--- src/tsct_pkg.sv ---
// ----------------------------------------------------------------------------
// tsct_pkg
// Shared types, codes and vertex tables for the terrain seam cell tessellator.
// ----------------------------------------------------------------------------
package tsct_pkg;

  // Default limit on the effective grid size
  localparam int GRID_MAX_DEF = 256;
  // Entries in the queue between classifier and emitter
  localparam int QDEPTH       = 2;

  // Chunk kinds on the input word
  localparam logic [3:0] CT_BASE        = 4'd0;
  localparam logic [3:0] CT_LEFT        = 4'd1;
  localparam logic [3:0] CT_RIGHT       = 4'd2;
  localparam logic [3:0] CT_TOP         = 4'd3;
  localparam logic [3:0] CT_BOTTOM      = 4'd4;
  localparam logic [3:0] CT_LEFTTOP     = 4'd5;
  localparam logic [3:0] CT_LEFTBOTTOM  = 4'd6;
  localparam logic [3:0] CT_RIGHTTOP    = 4'd7;
  localparam logic [3:0] CT_RIGHTBOTTOM = 4'd8;

  // Register indexes on the config port
  localparam logic REG_GRID_SIZE = 1'b0;

  // Cell pattern
  typedef enum logic [1:0] {
    KIND_QUAD   = 2'd0,
    KIND_EDGE   = 2'd1,
    KIND_CORNER = 2'd2
  } kind_t;

  // One classified cell, as queued for the emitter
  typedef struct packed {
    logic [3:0] row;   // offset table row (chunk kind code of the pattern)
    kind_t      kind;
    logic [7:0] x;
    logic [7:0] y;
  } cell_t;

  // Index of the final vertex for a pattern
  function automatic logic [3:0] last_index(kind_t kind);
    logic [3:0] n;
    case (kind)
      KIND_EDGE:   n = 4'd8;
      KIND_CORNER: n = 4'd11;
      default:     n = 4'd5;
    endcase
    return n;
  endfunction

  // Triangle list: k-th emitted vertex -> vertex slot of the pattern
  function automatic logic [2:0] tri_vertex(kind_t kind, logic [3:0] k);
    logic [2:0] vi;
    vi = 3'd0;
    case (kind)
      KIND_EDGE: begin
        case (k)
          4'd0: vi = 3'd0;
          4'd1: vi = 3'd1;
          4'd2: vi = 3'd2;
          4'd3: vi = 3'd2;
          4'd4: vi = 3'd1;
          4'd5: vi = 3'd3;
          4'd6: vi = 3'd3;
          4'd7: vi = 3'd4;
          4'd8: vi = 3'd2;
          default: vi = 3'd0;
        endcase
      end
      KIND_CORNER: begin
        case (k)
          4'd0:  vi = 3'd0;
          4'd1:  vi = 3'd1;
          4'd2:  vi = 3'd2;
          4'd3:  vi = 3'd0;
          4'd4:  vi = 3'd3;
          4'd5:  vi = 3'd1;
          4'd6:  vi = 3'd1;
          4'd7:  vi = 3'd4;
          4'd8:  vi = 3'd2;
          4'd9:  vi = 3'd0;
          4'd10: vi = 3'd2;
          4'd11: vi = 3'd5;
          default: vi = 3'd0;
        endcase
      end
      default: begin
        case (k)
          4'd0: vi = 3'd0;
          4'd1: vi = 3'd1;
          4'd2: vi = 3'd2;
          4'd3: vi = 3'd0;
          4'd4: vi = 3'd2;
          4'd5: vi = 3'd3;
          default: vi = 3'd0;
        endcase
      end
    endcase
    return vi;
  endfunction

  // Vertex offset {du, dv} in half cells; one hex digit per slot, slot 0 lowest
  function automatic logic [3:0] vtx_offset(logic [3:0] row, logic [2:0] vi);
    logic [23:0] r;
    case (row)
      CT_LEFT:        r = 24'h0081A2;
      CT_RIGHT:       r = 24'h0A2908;
      CT_TOP:         r = 24'h02068A;
      CT_BOTTOM:      r = 24'h08A420;
      CT_LEFTTOP:     r = 24'hA20618;
      CT_LEFTBOTTOM:  r = 24'h20814A;
      CT_RIGHTTOP:    r = 24'h8A2960;
      CT_RIGHTBOTTOM: r = 24'h08A492;
      default:        r = 24'h008A20;
    endcase
    return r[{vi, 2'b00} +: 4];
  endfunction

endpackage

--- src/tsct_front.sv ---
// ----------------------------------------------------------------------------
// tsct_front
// Takes cell words and classifies each as quad, edge stitch or corner stitch.
// ----------------------------------------------------------------------------
module tsct_front #(
  parameter int GRID_MAX = tsct_pkg::GRID_MAX_DEF
) (
  input  logic             start,
  input  logic             full,
  input  logic [8:0]       grid_size,
  input  logic [3:0]       chunk_type,
  input  logic [7:0]       cell_x,
  input  logic [7:0]       cell_y,
  output logic             push,
  output tsct_pkg::cell_t  entry
);

  localparam int GW = $clog2(GRID_MAX + 1);
  localparam int CW = (GW > 9) ? GW : 9;

  logic [CW-1:0] gs_ext;
  logic [CW-1:0] gs;
  logic [CW-1:0] x_ext;
  logic [CW-1:0] y_ext;
  logic          in_grid;
  logic          x0;
  logic          xl;
  logic          y0;
  logic          yt;

  // effective size and boundary flags
  always_comb begin
    gs_ext  = CW'(grid_size);
    gs      = (gs_ext > CW'(GRID_MAX)) ? CW'(GRID_MAX) : gs_ext;
    x_ext   = CW'(cell_x);
    y_ext   = CW'(cell_y);
    in_grid = (x_ext < gs) && (y_ext < gs);
    x0      = (cell_x == 8'd0);
    y0      = (cell_y == 8'd0);
    xl      = ((x_ext + CW'(1)) == gs);
    yt      = ((y_ext + CW'(1)) == gs);
  end

  // classification
  always_comb begin
    entry.row  = tsct_pkg::CT_BASE;
    entry.kind = tsct_pkg::KIND_QUAD;
    entry.x    = cell_x;
    entry.y    = cell_y;
    if (in_grid) begin
      case (chunk_type)
        tsct_pkg::CT_LEFT: begin
          if (x0) begin
            entry.row = tsct_pkg::CT_LEFT; entry.kind = tsct_pkg::KIND_EDGE;
          end
        end
        tsct_pkg::CT_RIGHT: begin
          if (xl) begin
            entry.row = tsct_pkg::CT_RIGHT; entry.kind = tsct_pkg::KIND_EDGE;
          end
        end
        tsct_pkg::CT_TOP: begin
          if (yt) begin
            entry.row = tsct_pkg::CT_TOP; entry.kind = tsct_pkg::KIND_EDGE;
          end
        end
        tsct_pkg::CT_BOTTOM: begin
          if (y0) begin
            entry.row = tsct_pkg::CT_BOTTOM; entry.kind = tsct_pkg::KIND_EDGE;
          end
        end
        tsct_pkg::CT_LEFTTOP: begin
          if (x0 && yt) begin
            entry.row = tsct_pkg::CT_LEFTTOP; entry.kind = tsct_pkg::KIND_CORNER;
          end else if (x0) begin
            entry.row = tsct_pkg::CT_LEFT; entry.kind = tsct_pkg::KIND_EDGE;
          end else if (yt) begin
            entry.row = tsct_pkg::CT_TOP; entry.kind = tsct_pkg::KIND_EDGE;
          end
        end
        tsct_pkg::CT_LEFTBOTTOM: begin
          if (x0 && y0) begin
            entry.row = tsct_pkg::CT_LEFTBOTTOM; entry.kind = tsct_pkg::KIND_CORNER;
          end else if (x0) begin
            entry.row = tsct_pkg::CT_LEFT; entry.kind = tsct_pkg::KIND_EDGE;
          end else if (y0) begin
            entry.row = tsct_pkg::CT_BOTTOM; entry.kind = tsct_pkg::KIND_EDGE;
          end
        end
        tsct_pkg::CT_RIGHTTOP: begin
          if (xl && yt) begin
            entry.row = tsct_pkg::CT_RIGHTTOP; entry.kind = tsct_pkg::KIND_CORNER;
          end else if (xl) begin
            entry.row = tsct_pkg::CT_RIGHT; entry.kind = tsct_pkg::KIND_EDGE;
          end else if (yt) begin
            entry.row = tsct_pkg::CT_TOP; entry.kind = tsct_pkg::KIND_EDGE;
          end
        end
        tsct_pkg::CT_RIGHTBOTTOM: begin
          if (xl && y0) begin
            entry.row = tsct_pkg::CT_RIGHTBOTTOM; entry.kind = tsct_pkg::KIND_CORNER;
          end else if (xl) begin
            entry.row = tsct_pkg::CT_RIGHT; entry.kind = tsct_pkg::KIND_EDGE;
          end else if (y0) begin
            entry.row = tsct_pkg::CT_BOTTOM; entry.kind = tsct_pkg::KIND_EDGE;
          end
        end
        default: begin
          entry.row  = tsct_pkg::CT_BASE;
          entry.kind = tsct_pkg::KIND_QUAD;
        end
      endcase
    end
  end

  // word accepted whenever the queue has room
  assign push = start && !full;

endmodule

--- src/tsct_queue.sv ---
// ----------------------------------------------------------------------------
// tsct_queue
// Short FIFO of classified cells between the classifier and the emitter.
// ----------------------------------------------------------------------------
module tsct_queue (
  input  logic             clk,
  input  logic             rst,
  input  logic             push,
  input  tsct_pkg::cell_t  din,
  input  logic             pop,
  output tsct_pkg::cell_t  dout,
  output logic             full,
  output logic             empty
);

  localparam int PW = (tsct_pkg::QDEPTH > 1) ? $clog2(tsct_pkg::QDEPTH) : 1;
  localparam int NW = $clog2(tsct_pkg::QDEPTH + 1);

  tsct_pkg::cell_t slots [tsct_pkg::QDEPTH];
  logic [PW-1:0]   wr_ptr;
  logic [PW-1:0]   rd_ptr;
  logic [NW-1:0]   count;

  assign full  = (count == NW'(tsct_pkg::QDEPTH));
  assign empty = (count == '0);
  assign dout  = slots[rd_ptr];

  // storage
  always_ff @(posedge clk) begin
    if (push) begin
      slots[wr_ptr] <= din;
    end
  end

  // pointers and fill count
  always_ff @(posedge clk) begin
    if (rst) begin
      wr_ptr <= '0;
      rd_ptr <= '0;
      count  <= '0;
    end else begin
      if (push) begin
        wr_ptr <= (wr_ptr == PW'(tsct_pkg::QDEPTH - 1)) ? '0 : wr_ptr + PW'(1);
      end
      if (pop) begin
        rd_ptr <= (rd_ptr == PW'(tsct_pkg::QDEPTH - 1)) ? '0 : rd_ptr + PW'(1);
      end
      if (push && !pop) begin
        count <= count + NW'(1);
      end else if (pop && !push) begin
        count <= count - NW'(1);
      end
    end
  end

  a_no_overflow: assert property (@(posedge clk) disable iff (rst) !(push && full))
    else $error("queue written while full");
  a_no_underflow: assert property (@(posedge clk) disable iff (rst) !(pop && empty))
    else $error("queue read while empty");

endmodule

--- src/tsct_back.sv ---
// ----------------------------------------------------------------------------
// tsct_back
// Vertex emitter: walks the triangle list of one cell, one vertex per cycle.
// ----------------------------------------------------------------------------
module tsct_back (
  input  logic             clk,
  input  logic             rst,
  input  logic             empty,
  input  tsct_pkg::cell_t  head,
  output logic             pop,
  output logic             strobe,
  output logic [9:0]       vertex_u,
  output logic [9:0]       vertex_v,
  output logic [1:0]       piece_kind,
  output logic             last_vertex
);

  tsct_pkg::cell_t cur;
  logic            act;
  logic [3:0]      cnt;
  logic            at_last;
  logic [2:0]      vi;
  logic [3:0]      off;

  // vertex lookup for the current step
  always_comb begin
    at_last = act && (cnt == tsct_pkg::last_index(cur.kind));
    pop     = !empty && (!act || at_last);
    vi      = tsct_pkg::tri_vertex(cur.kind, cnt);
    off     = tsct_pkg::vtx_offset(cur.row, vi);
  end

  // step control: next cell loads right after the final vertex
  always_ff @(posedge clk) begin
    if (rst) begin
      act    <= 1'b0;
      cnt    <= '0;
      strobe <= 1'b0;
    end else begin
      strobe <= act;
      if (pop) begin
        act <= 1'b1;
        cnt <= '0;
      end else if (at_last) begin
        act <= 1'b0;
      end else if (act) begin
        cnt <= cnt + 4'd1;
      end
    end
  end

  // current cell
  always_ff @(posedge clk) begin
    if (pop) begin
      cur <= head;
    end
  end

  // result word register
  always_ff @(posedge clk) begin
    if (act) begin
      vertex_u    <= {1'b0, cur.x, 1'b0} + {8'd0, off[3:2]};
      vertex_v    <= {1'b0, cur.y, 1'b0} + {8'd0, off[1:0]};
      piece_kind  <= cur.kind;
      last_vertex <= at_last;
    end
  end

  a_step_emits: assert property (@(posedge clk) disable iff (rst) act |=> strobe)
    else $error("active step produced no result word");
  a_cnt_range: assert property (@(posedge clk) disable iff (rst)
      act |-> (cnt <= tsct_pkg::last_index(cur.kind)))
    else $error("vertex counter past end of triangle list");

endmodule

--- src/terrain_seam_cell_tessellator_core.sv ---
// ----------------------------------------------------------------------------
// terrain_seam_cell_tessellator_core
// Cell tessellator with seam stitching for square terrain chunks.
// ----------------------------------------------------------------------------
// A cell word is taken when start is high and busy is low. Each cell yields
// 6 (quad), 9 (edge stitch) or 12 (corner stitch) result words, one per clock
// on strobe, the last one flagged by last_vertex, all from the single vertex
// emitter. A taken cell goes through the queue slot and the emitter's current
// cell register to the result word register when the emitter is free. A
// two-entry queue sits between classifier and emitter, so new cells are taken
// while results stream; busy rises only when that queue is full. The receiver
// cannot stall: every result word is valid for exactly one cycle. Coordinates
// are in half-cell units; the user must write grid_size over the APB port only
// while no cell is in flight, as the block itself does not enforce this.
// ----------------------------------------------------------------------------
module terrain_seam_cell_tessellator_core #(
  parameter int GRID_MAX = tsct_pkg::GRID_MAX_DEF
) (
  input  logic        clk,
  input  logic        rst,
  // cell input
  input  logic        start,
  output logic        busy,
  input  logic [3:0]  chunk_type,
  input  logic [7:0]  cell_x,
  input  logic [7:0]  cell_y,
  // vertex output
  output logic        strobe,
  output logic [9:0]  vertex_u,
  output logic [9:0]  vertex_v,
  output logic [1:0]  piece_kind,
  output logic        last_vertex,
  // config port
  input  logic        psel,
  input  logic        penable,
  input  logic        pwrite,
  input  logic [2:0]  paddr,
  input  logic [31:0] pwdata,
  output logic [31:0] prdata,
  output logic        pready
);

  logic [8:0]      grid_size;
  logic            push;
  logic            pop;
  logic            q_full;
  logic            q_empty;
  tsct_pkg::cell_t entry;
  tsct_pkg::cell_t head;

  // config register
  assign pready = 1'b1;

  always_ff @(posedge clk) begin
    if (rst) begin
      grid_size <= 9'd1;
    end else if (psel && penable && pwrite && pready &&
                 (paddr[2] == tsct_pkg::REG_GRID_SIZE)) begin
      grid_size <= pwdata[8:0];
    end
  end

  always_comb begin
    prdata = '0;
    if (paddr[2] == tsct_pkg::REG_GRID_SIZE) begin
      prdata = {23'd0, grid_size};
    end
  end

  assign busy = q_full;

  tsct_front #(
    .GRID_MAX (GRID_MAX)
  ) u_front (
    .start      (start),
    .full       (q_full),
    .grid_size  (grid_size),
    .chunk_type (chunk_type),
    .cell_x     (cell_x),
    .cell_y     (cell_y),
    .push       (push),
    .entry      (entry)
  );

  tsct_queue u_queue (
    .clk   (clk),
    .rst   (rst),
    .push  (push),
    .din   (entry),
    .pop   (pop),
    .dout  (head),
    .full  (q_full),
    .empty (q_empty)
  );

  tsct_back u_back (
    .clk         (clk),
    .rst         (rst),
    .empty       (q_empty),
    .head        (head),
    .pop         (pop),
    .strobe      (strobe),
    .vertex_u    (vertex_u),
    .vertex_v    (vertex_v),
    .piece_kind  (piece_kind),
    .last_vertex (last_vertex)
  );

endmodule
--- config.mk ---
export PLATFORM = sky130hd
export DESIGN_NAME = terrain_seam_cell_tessellator_core
export DESIGN_NICKNAME = d
export VERILOG_FILES = /design/src/tsct_pkg.sv /design/src/tsct_front.sv /design/src/tsct_queue.sv /design/src/tsct_back.sv /design/src/terrain_seam_cell_tessellator_core.sv
export SDC_FILE = /design/constraint.sdc
export NUM_CORES = 1
export LEC_CHECK = 0
export ABC_CLOCK_PERIOD_IN_PS = 4500
export BUFFER_PORTS_ARGS = -buffer_cell sky130_fd_sc_hd__buf_2
export CAP_MARGIN = 10
export CORE_MARGIN = 5
export CORE_UTILIZATION = 40
export DETAILED_ROUTE_END_ITERATION = 8
export HOLD_SLACK_MARGIN = 0.1
export PLACE_DENSITY = 0.65
export SYNTH_ARGS = -nofsm -noshare
export SYNTH_HDL_FRONTEND = slang
export SYNTH_SLANG_ARGS = --single-unit
--- constraint.sdc ---
create_clock -name clk -period 4.5 [get_ports clk]
set_input_delay 0.675 -clock clk [delete_from_list [all_inputs] [get_ports clk]]
set_output_delay 0.675 -clock clk [all_outputs]
set_load 0.02 [all_outputs]
==> Yosys cells after proc, flatten, opt, wreduce, memory -nomap -nowiden <==
Memories as Yosys holds them, arrays and structs flattened. A register that Yosys moved wholly into a read port is not among the register bits.
Cells that the tools add are included.
{ "totals": {"ff_bits": 42, "ram_bits": 44, "mem_bits_ro": 352, "input_bits": 61, "out_inout_bits": 58, "word_cells": 106, "n_memories": 4} }
{ "op_classes": {"n_addsub": 9, "magnitude_cmp": 3, "n_eq_ne": 18, "shift": 1, "n_mux": 31, "bitwise_logic": 2, "reduce_logical": 27} }
{ "memory_table": {"columns": ["name", "words", "width", "read_ports", "rd_ports_with_merged_regs", "write_ports", "line", "source"], "rows": [
  ["(no name shown)", 16, 16, 1, 0, 0, "tsct_pkg.sv:106", "case (row)"],
  ["(no name shown)", 16, 3, 1, 1, 0, "tsct_pkg.sv:58", "case (k)"],
  ["(no name shown)", 16, 3, 1, 1, 0, "tsct_pkg.sv:72", "case (k)"],
  ["u_queue.slots", 2, 22, 1, 1, 1, "tsct_queue.sv:19", "tsct_pkg::cell_t slots [tsct_pkg::QDEPTH];"]
]} }
{ "ops": {"columns": ["cell", "count"], "rows": [
  ["6-bit 2-to-1 mux", 9],
  ["6-bit one-hot mux with 8 select lines", 1],
  ["4-bit by 3-bit equality test with 1-bit output (second input constant)", 6],
  ["4-bit 2-to-1 mux", 6],
  ["24-bit by 6-bit variable part select with 4-bit output", 1],
  ["9-bit by 2-bit adder with 10-bit output", 2],
  ["8-bit by 1-bit adder with 9-bit output (second input constant)", 2],
  ["9-bit equality test", 2],
  ["8-bit by 9-bit less-than comparator with 1-bit output", 2],
  ["9-bit 2-to-1 mux", 2],
  ["8-bit zero test", 2],
  ["1-bit logical AND", 13],
  ["4-bit by 2-bit equality test with 1-bit output (second input constant)", 3],
  ["9-bit greater-than comparator (second input constant)", 1],
  ["4-bit by 1-bit equality test with 1-bit output (second input constant)", 2],
  ["4-bit one-hot mux with 2 select lines", 1],
  ["1-bit 2-to-1 mux", 6],
  ["2-bit one-hot mux with 3 select lines", 1],
  ["3-bit one-hot mux with 2 select lines", 1],
  ["1-bit zero test", 5],
  ["5-bit 2-to-1 mux", 1],
  ["4-bit by 1-bit adder with 4-bit output (second input constant)", 1],
  ["2-bit equality test (second input constant)", 2],
  ["4-bit equality test", 1],
  ["other kinds (13)", 18]
]} }

==> Depth between registers and ports, before layout <==
{ "depth": {"ltp_word": 9, "mapped_depth": 16, "depth_no_buf": 15} }

==> By module <==
From an unflattened synthesis, not the netlist that was laid out.
{ "unflattened": {"cells_unflattened": 625, "area_unflattened_um2": 7274.5} }
{ "modules_own_cells": {"columns": ["module", "instances", "cells_per_inst", "area_each_um2", "seq_area_each_um2"], "rows": [
  ["tsct_back", 1, 236, 3143.0, 1891.8],
  ["tsct_queue", 1, 90, 1786.7, 1421.4],
  ["tsct_front", 1, 225, 1675.4, 0.0],
  ["terrain_seam_cell_tessellator_core", 1, 74, 669.4, 180.2]
]} }

==> Worst setup path before layout <==
No wires, ideal clock.
{ "synth_timing": {"path_type": "input to register", "startpoint": "input cell_y[0]", "endpoint": "memory u_queue.slots[0][16] (netlist name), data pin", "setup_time_ns": 0.280, "arrival_time_ns": 2.997, "required_ns": 4.220, "setup_slack_ns": 1.224, "cell_stages": 13, "n_path_buf": 0, "path_cell_list": "ha_1 > or4b_2 > o21ai_0 > o21ai_0 > and3_1 > a211oi_2 > ha_1 > nand2_1 > o211ai_1 > o211ai_1 > o21ai_0 > a21oi_1 > a21oi_1"} }
{ "synth_lines": {"columns": ["item", "line", "source"], "rows": [
  ["start, declared", "terrain_seam_cell_tessellator_core.sv:26", "input logic [7:0] cell_y,"],
  ["end, declared", "tsct_queue.sv:19", null]
]} }

==> Final worst setup path <==
{ "layout_timing": {"startpoint": "register u_back.cur[16] (netlist name)", "endpoint": "register u_back.vertex_v[7], data pin"} }
{ "layout_via": {"elab_chain_len": 4, "elab_cells_between_ends": 5, "cone_classes": "1 x add/sub; 2 x eq/ne; 1 x shift; 1 x mux"} }
{ "layout_rtl": {"columns": ["item", "line", "source"], "rows": [
  ["2-bit equality test or 2-bit by 1-bit equality test with 1-bit output (tied branches)", "tsct_pkg.sv:56", "case (kind)"],
  ["3-bit one-hot mux with 2 select lines *", "tsct_pkg.sv:56", null],
  ["24-bit by 6-bit variable part select with 4-bit output *", "tsct_pkg.sv:117", "return r[{vi, 2'b00} +: 4];"],
  ["9-bit by 2-bit adder with 10-bit output *", "tsct_back.sv:63", "vertex_v <= {1'b0, cur.y, 1'b0} + {8'd0, off[1:0]};"],
  ["end signal, assigned", "tsct_back.sv:63", null],
  ["end, declared", "tsct_back.sv:13", "output logic [9:0] vertex_v,"]
]} }
Every way passes the cells marked *; elsewhere a longest branch is shown, timed or not.
A chain may end at the register's enable or synchronous reset.

==> flow_metrics.env <==
export IMPL_run_status="finished clean"
export IMPL_area_of_the_placeable_core_mm2=0.01641
export IMPL_setup_worst_path_start_class="flop"
export IMPL_finalSetupViolations=0
export IMPL_synth_area_mm2=0.006625
export IMPL_cts_sinks=114
export IMPL_setup_slack_ns=0.8305
export IMPL_clk_root_buffer_cell="sky130_fd_sc_hd__clkbuf_16"
export IMPL_worst_slew_margin_rel_pct=31.94
export IMPL_area_growth_syn_to_layout_pct=16.52
export IMPL_clock_path_buffers=2
export IMPL_timing_final_max_slew_violations=0
export IMPL_die_height_um=138.7
export IMPL_grtUsageMet1_pct=17.53
export IMPL_detail_route_wirelength_um=13440
export IMPL_crit_fanout=14
export IMPL_h_tree_depth=4
export IMPL_drive_gt1_share_pct=19.86
export IMPL_critical_path_class="flop to flop"
export IMPL_hold_path_class="flop to flop"
export IMPL_multi_input_comb_area_mm2=0.003148
export IMPL_period_minus_slack_ns=3.670
export IMPL_cap_violations=0
export IMPL_via_count_of_the_first_global_routing_pass=4617
export IMPL_critPathArrivalTime_ns=3.82
export IMPL_seq_power_share_pct=39.3
export IMPL_grt_util_all_layers_pct=14.22
export IMPL_grt_pass1_wl_um=22500
export IMPL_pre_cts_ws_ns=0.6042
export IMPL_grt_start_max_net_pins=29
export IMPL_detailedRoute_firstIterationViolations=253
export IMPL_netSwitchingFraction_pct=31.35
export IMPL_synth_warning_count=0
export IMPL_synthFlopType="sky130_fd_sc_hd__edfxtp_1"
export IMPL_start_util_pct=40.38
export IMPL_grt_setup_unrepaired="false"
export IMPL_die_width_um=138.7
export IMPL_top_level_ports=119
export IMPL_tritoncts_clock_tree="built"
export IMPL_die_area_mm2=0.01924
export IMPL_layout_area_seq_mm2=0.003173
export IMPL_internal_power_mw=2.928
export IMPL_share_clk_of_total_power_pct=34.6
export IMPL_power_density_mw_per_mm2=552.5
export IMPL_switching_power_mw=1.337
export IMPL_slowest_stage="sky130_fd_sc_hd__a21oi_1"
export IMPL_cts_repair_timing_setup_buffer_count=0
export IMPL_skew_ns=0.006632
export IMPL_slowest_delay_ns=0.73
export IMPL_final_total_negative_setup_slack_ns=0
export IMPL_globalRouteOverflowTotal=0
export IMPL_final_layout_net_count=789
export IMPL_timing_critical_path_cells="inv_1 -> ha_1 -> a221oi_1 -> a21oi_1 -> nand2_1 -> o21ai_0 -> a21oi_1 -> or3_1 -> a21oi_1 -> ha_1 -> ha_1 -> nand3_1 -> nor2_1 -> xor2_1"
export IMPL_postCtsHoldBufs=0
export IMPL_detail_route_antenna_nets=0
export IMPL_fin_crit_sh_pct=81.54
export IMPL_critPathCaptureType="flop"
export IMPL_dp_final_hpwl_um=9972
export IMPL_postSynthCellCount=612
export IMPL_timing_fmax_mhz=272.5
export IMPL_number_of_antenna_violations_at_the_first_check_in_global_routing=0
export IMPL_static_leakage_power_nw=3.061
export IMPL_placement_rows=47
export IMPL_grt_util_met3_pct=4.000
export IMPL_detailedRoute_firstPassIterationCount=5
export IMPL_drcViolationCount=0
export IMPL_final_hold_viol_count=0
export IMPL_final_core_utilization_pct=47.05
export IMPL_most_used_layer_global_route="met2"
export IMPL_required_ns=4.65
export IMPL_tritoncts_num_buffers=17
export IMPL_post_drt_via_cell_ratio=5.084
export IMPL_clk_latency_ns=0.41
export IMPL_max_slew_worst_pin_slew_ns=1.020
export IMPL_num_antenna_cells=0
export IMPL_place_port_buffers=69
export IMPL_p_comb_share_pct=26.2
export IMPL_groute_layer_met2_usage_pct=23.92
export IMPL_via_count=4626
export IMPL_place_congestion=0.9086
export IMPL_count_of_flip_flops_with_a_built_in_enable_after_synthesis=89
export IMPL_cts_repair_resized=0
export IMPL_routedWlPerCell_um=14.77
export IMPL_synth_yosys_seq_area_share_pct=47.89
export IMPL_synthesis_area_per_instance_um2=10.83
export IMPL_ys_async_sr_fraction_pct=0
export IMPL_synth_lib_cells_used_distinct=69
export IMPL_clk_pin_slew_ns=0.05
export IMPL_synth_seq_cells=114
export IMPL_fillerInstances=1487
export IMPL_ir_worst_vdd_mv=0.2980
## kinds of logic after synthesis
logic type               count (synthesis)  share of synthesized area [%]
multiplexers                            33                          5.703
other                                    2                         0.1134
XOR/XNOR                                40                          5.703
AO/OA/AOI/OAI                           99                          9.840
flip-flops                             114                          47.89
adder cells (fa/ha/maj)                 51                          9.632
buffers and inverters                   76                          5.836
AND/OR/NAND/NOR                        197                          15.28
## metal layers
metal,up-vias,routed length (um)
li1,2305,-
met1,2180,5983
met2,128,6576
met3,13,678
met4,0,205
met5,-,0
## worst paths after layout
check	start	endpoint	slack (ns)	cells after the start
worst max-delay path	u_back.cur[16]	u_back.vertex_v[7]	0.83	14
worst min-delay path	grid_size[2]	grid_size[2]	0.48	2
worst max register to register	u_back.cur[16]	u_back.vertex_v[7]	0.83	14
worst min register to register	grid_size[2]	grid_size[2]	0.48	2
## cells in the final DEF (no fill, tap or decap), drive strengths merged, types with 5 or more instances in the layout
master | netlist | routed
ha | 51 | 51
nand3 | 20 | 20
edfxtp | 89 | 89
clkbuf | 16 | 17
nor2b | 16 | 16
nand4 | 7 | 7
clkinv | 0 | 5
o21ai | 21 | 21
dfxtp | 25 | 25
bufinv | 0 | 5
inv | 29 | 33
conb | 2 | 24
buf | 31 | 71
xor2 | 19 | 19
nor3 | 7 | 7
and3 | 6 | 6
nand2 | 56 | 56
xnor2 | 19 | 19
mux2i | 7 | 7
nor2 | 40 | 40
nand2b | 13 | 13
a21oi | 35 | 35
mux2 | 25 | 25
## critical path: cells and delay by family (launching register included)
| kind | cells | cell delay, ns |
|---|---|---|
| and+or+nand+nor | 4 | 0.74 |
| adders and majority gates | 3 | 0.86 |
| buffers and inverters | 1 | 0.09 |
| AOI/OAI and AO/OA | 5 | 1.21 |
| xor gates and xnor gates | 1 | 0.08 |
| DFF | 1 | 0.43 |
## power groups by stage
stage	clock, mW	sequential [mW]	combinational (mW)
2_1_floorplan	0	1.73	0.787
3_3_place_gp	0	1.68	1.08
3_5_place_dp	0	1.70	1.11
4_1_cts	1.50	1.68	1.13
5_1_grt	1.55	1.71	1.26
6_report	1.48	1.67	1.12
## Yosys cell counts, types with 2 or more instances
master | count | share of area, %
sky130_fd_sc_hd__a2111oi_0 | 4 | 0.53
sky130_fd_sc_hd__a211o_1 | 3 | 0.40
sky130_fd_sc_hd__a211oi_1 | 2 | 0.23
sky130_fd_sc_hd__a21oi_1 | 35 | 2.6
sky130_fd_sc_hd__a22oi_1 | 2 | 0.23
sky130_fd_sc_hd__a311oi_1 | 2 | 0.26
sky130_fd_sc_hd__a31oi_1 | 3 | 0.28
sky130_fd_sc_hd__and2_1 | 2 | 0.19
sky130_fd_sc_hd__and3_1 | 6 | 0.57
sky130_fd_sc_hd__and4_1 | 4 | 0.53
sky130_fd_sc_hd__buf_1 | 3 | 0.17
sky130_fd_sc_hd__buf_2 | 3 | 0.23
sky130_fd_sc_hd__buf_4 | 24 | 2.7
sky130_fd_sc_hd__clkbuf_1 | 16 | 0.91
sky130_fd_sc_hd__conb_1 | 2 | 0.11
sky130_fd_sc_hd__dfxtp_1 | 25 | 7.6
sky130_fd_sc_hd__edfxtp_1 | 89 | 40
sky130_fd_sc_hd__ha_1 | 51 | 9.6
sky130_fd_sc_hd__inv_1 | 29 | 1.6
sky130_fd_sc_hd__mux2_2 | 24 | 4.1
sky130_fd_sc_hd__mux2i_1 | 7 | 1.1
sky130_fd_sc_hd__nand2_1 | 56 | 3.2
sky130_fd_sc_hd__nand2b_1 | 13 | 1.2
sky130_fd_sc_hd__nand3_1 | 20 | 1.5
sky130_fd_sc_hd__nand3b_1 | 2 | 0.23
sky130_fd_sc_hd__nand4_1 | 7 | 0.66
sky130_fd_sc_hd__nand4b_1 | 2 | 0.26
sky130_fd_sc_hd__nor2_1 | 40 | 2.3
sky130_fd_sc_hd__nor2b_1 | 16 | 1.5
sky130_fd_sc_hd__nor3_1 | 7 | 0.53
sky130_fd_sc_hd__nor3b_1 | 3 | 0.34
sky130_fd_sc_hd__nor4_1 | 4 | 0.38
sky130_fd_sc_hd__nor4b_1 | 2 | 0.26
sky130_fd_sc_hd__o2111ai_1 | 3 | 0.40
sky130_fd_sc_hd__o211a_1 | 2 | 0.30
sky130_fd_sc_hd__o211ai_1 | 3 | 0.34
sky130_fd_sc_hd__o21a_1 | 2 | 0.23
sky130_fd_sc_hd__o21ai_0 | 21 | 1.6
sky130_fd_sc_hd__o221ai_1 | 3 | 0.40
sky130_fd_sc_hd__o31ai_1 | 2 | 0.23
sky130_fd_sc_hd__or3_1 | 3 | 0.28
sky130_fd_sc_hd__xnor2_1 | 19 | 2.5
sky130_fd_sc_hd__xnor3_1 | 2 | 0.68
sky130_fd_sc_hd__xor2_1 | 19 | 2.5
## metrics by stage
| step | power [mW] | area (um^2) | hold WS [ns] | instances |
|---|---|---|---|---|
| global placement | 2.767 | 7066 | 0.4568 | 878 |
| global route | 4.516 | 7720 | 0.4813 | 910 |
| finish | 4.265 | 7720 | 0.4776 | 910 |
| detailed placement | 2.812 | 7066 | 0.4717 | 878 |
| CTS | 4.304 | 7720 | 0.4625 | 910 |
| floorplan | 2.520 | 6708 | 0.4445 | 634 |
## flip-flops by register name, summed over array words and instances (netlist names), named ones only
name,cells
u_queue.count,2
u_back.strobe,1
u_queue.rd_ptr,1
u_back.piece_kind,2
u_queue.slots,44
u_queue.wr_ptr,1
u_back.vertex_u,10
u_back.cur,22
grid_size,9
u_back.cnt,4
u_back.vertex_v,10
u_back.act,1
u_back.last_vertex,1
## final cells by class
| class | count | share of cell area, % |
|---|---|---|
| flip-flops and latches | 114 | 41.10 |
| clock buffers | 17 | 5.511 |
| multi-input cells | 444 | 40.78 |
| inverters | 29 | 1.410 |
| well taps | 220 | 3.566 |
| repair buffers | 71 | 4.668 |
| clock inverters | 15 | 2.966 |
(Power assumes the default switching activity.)
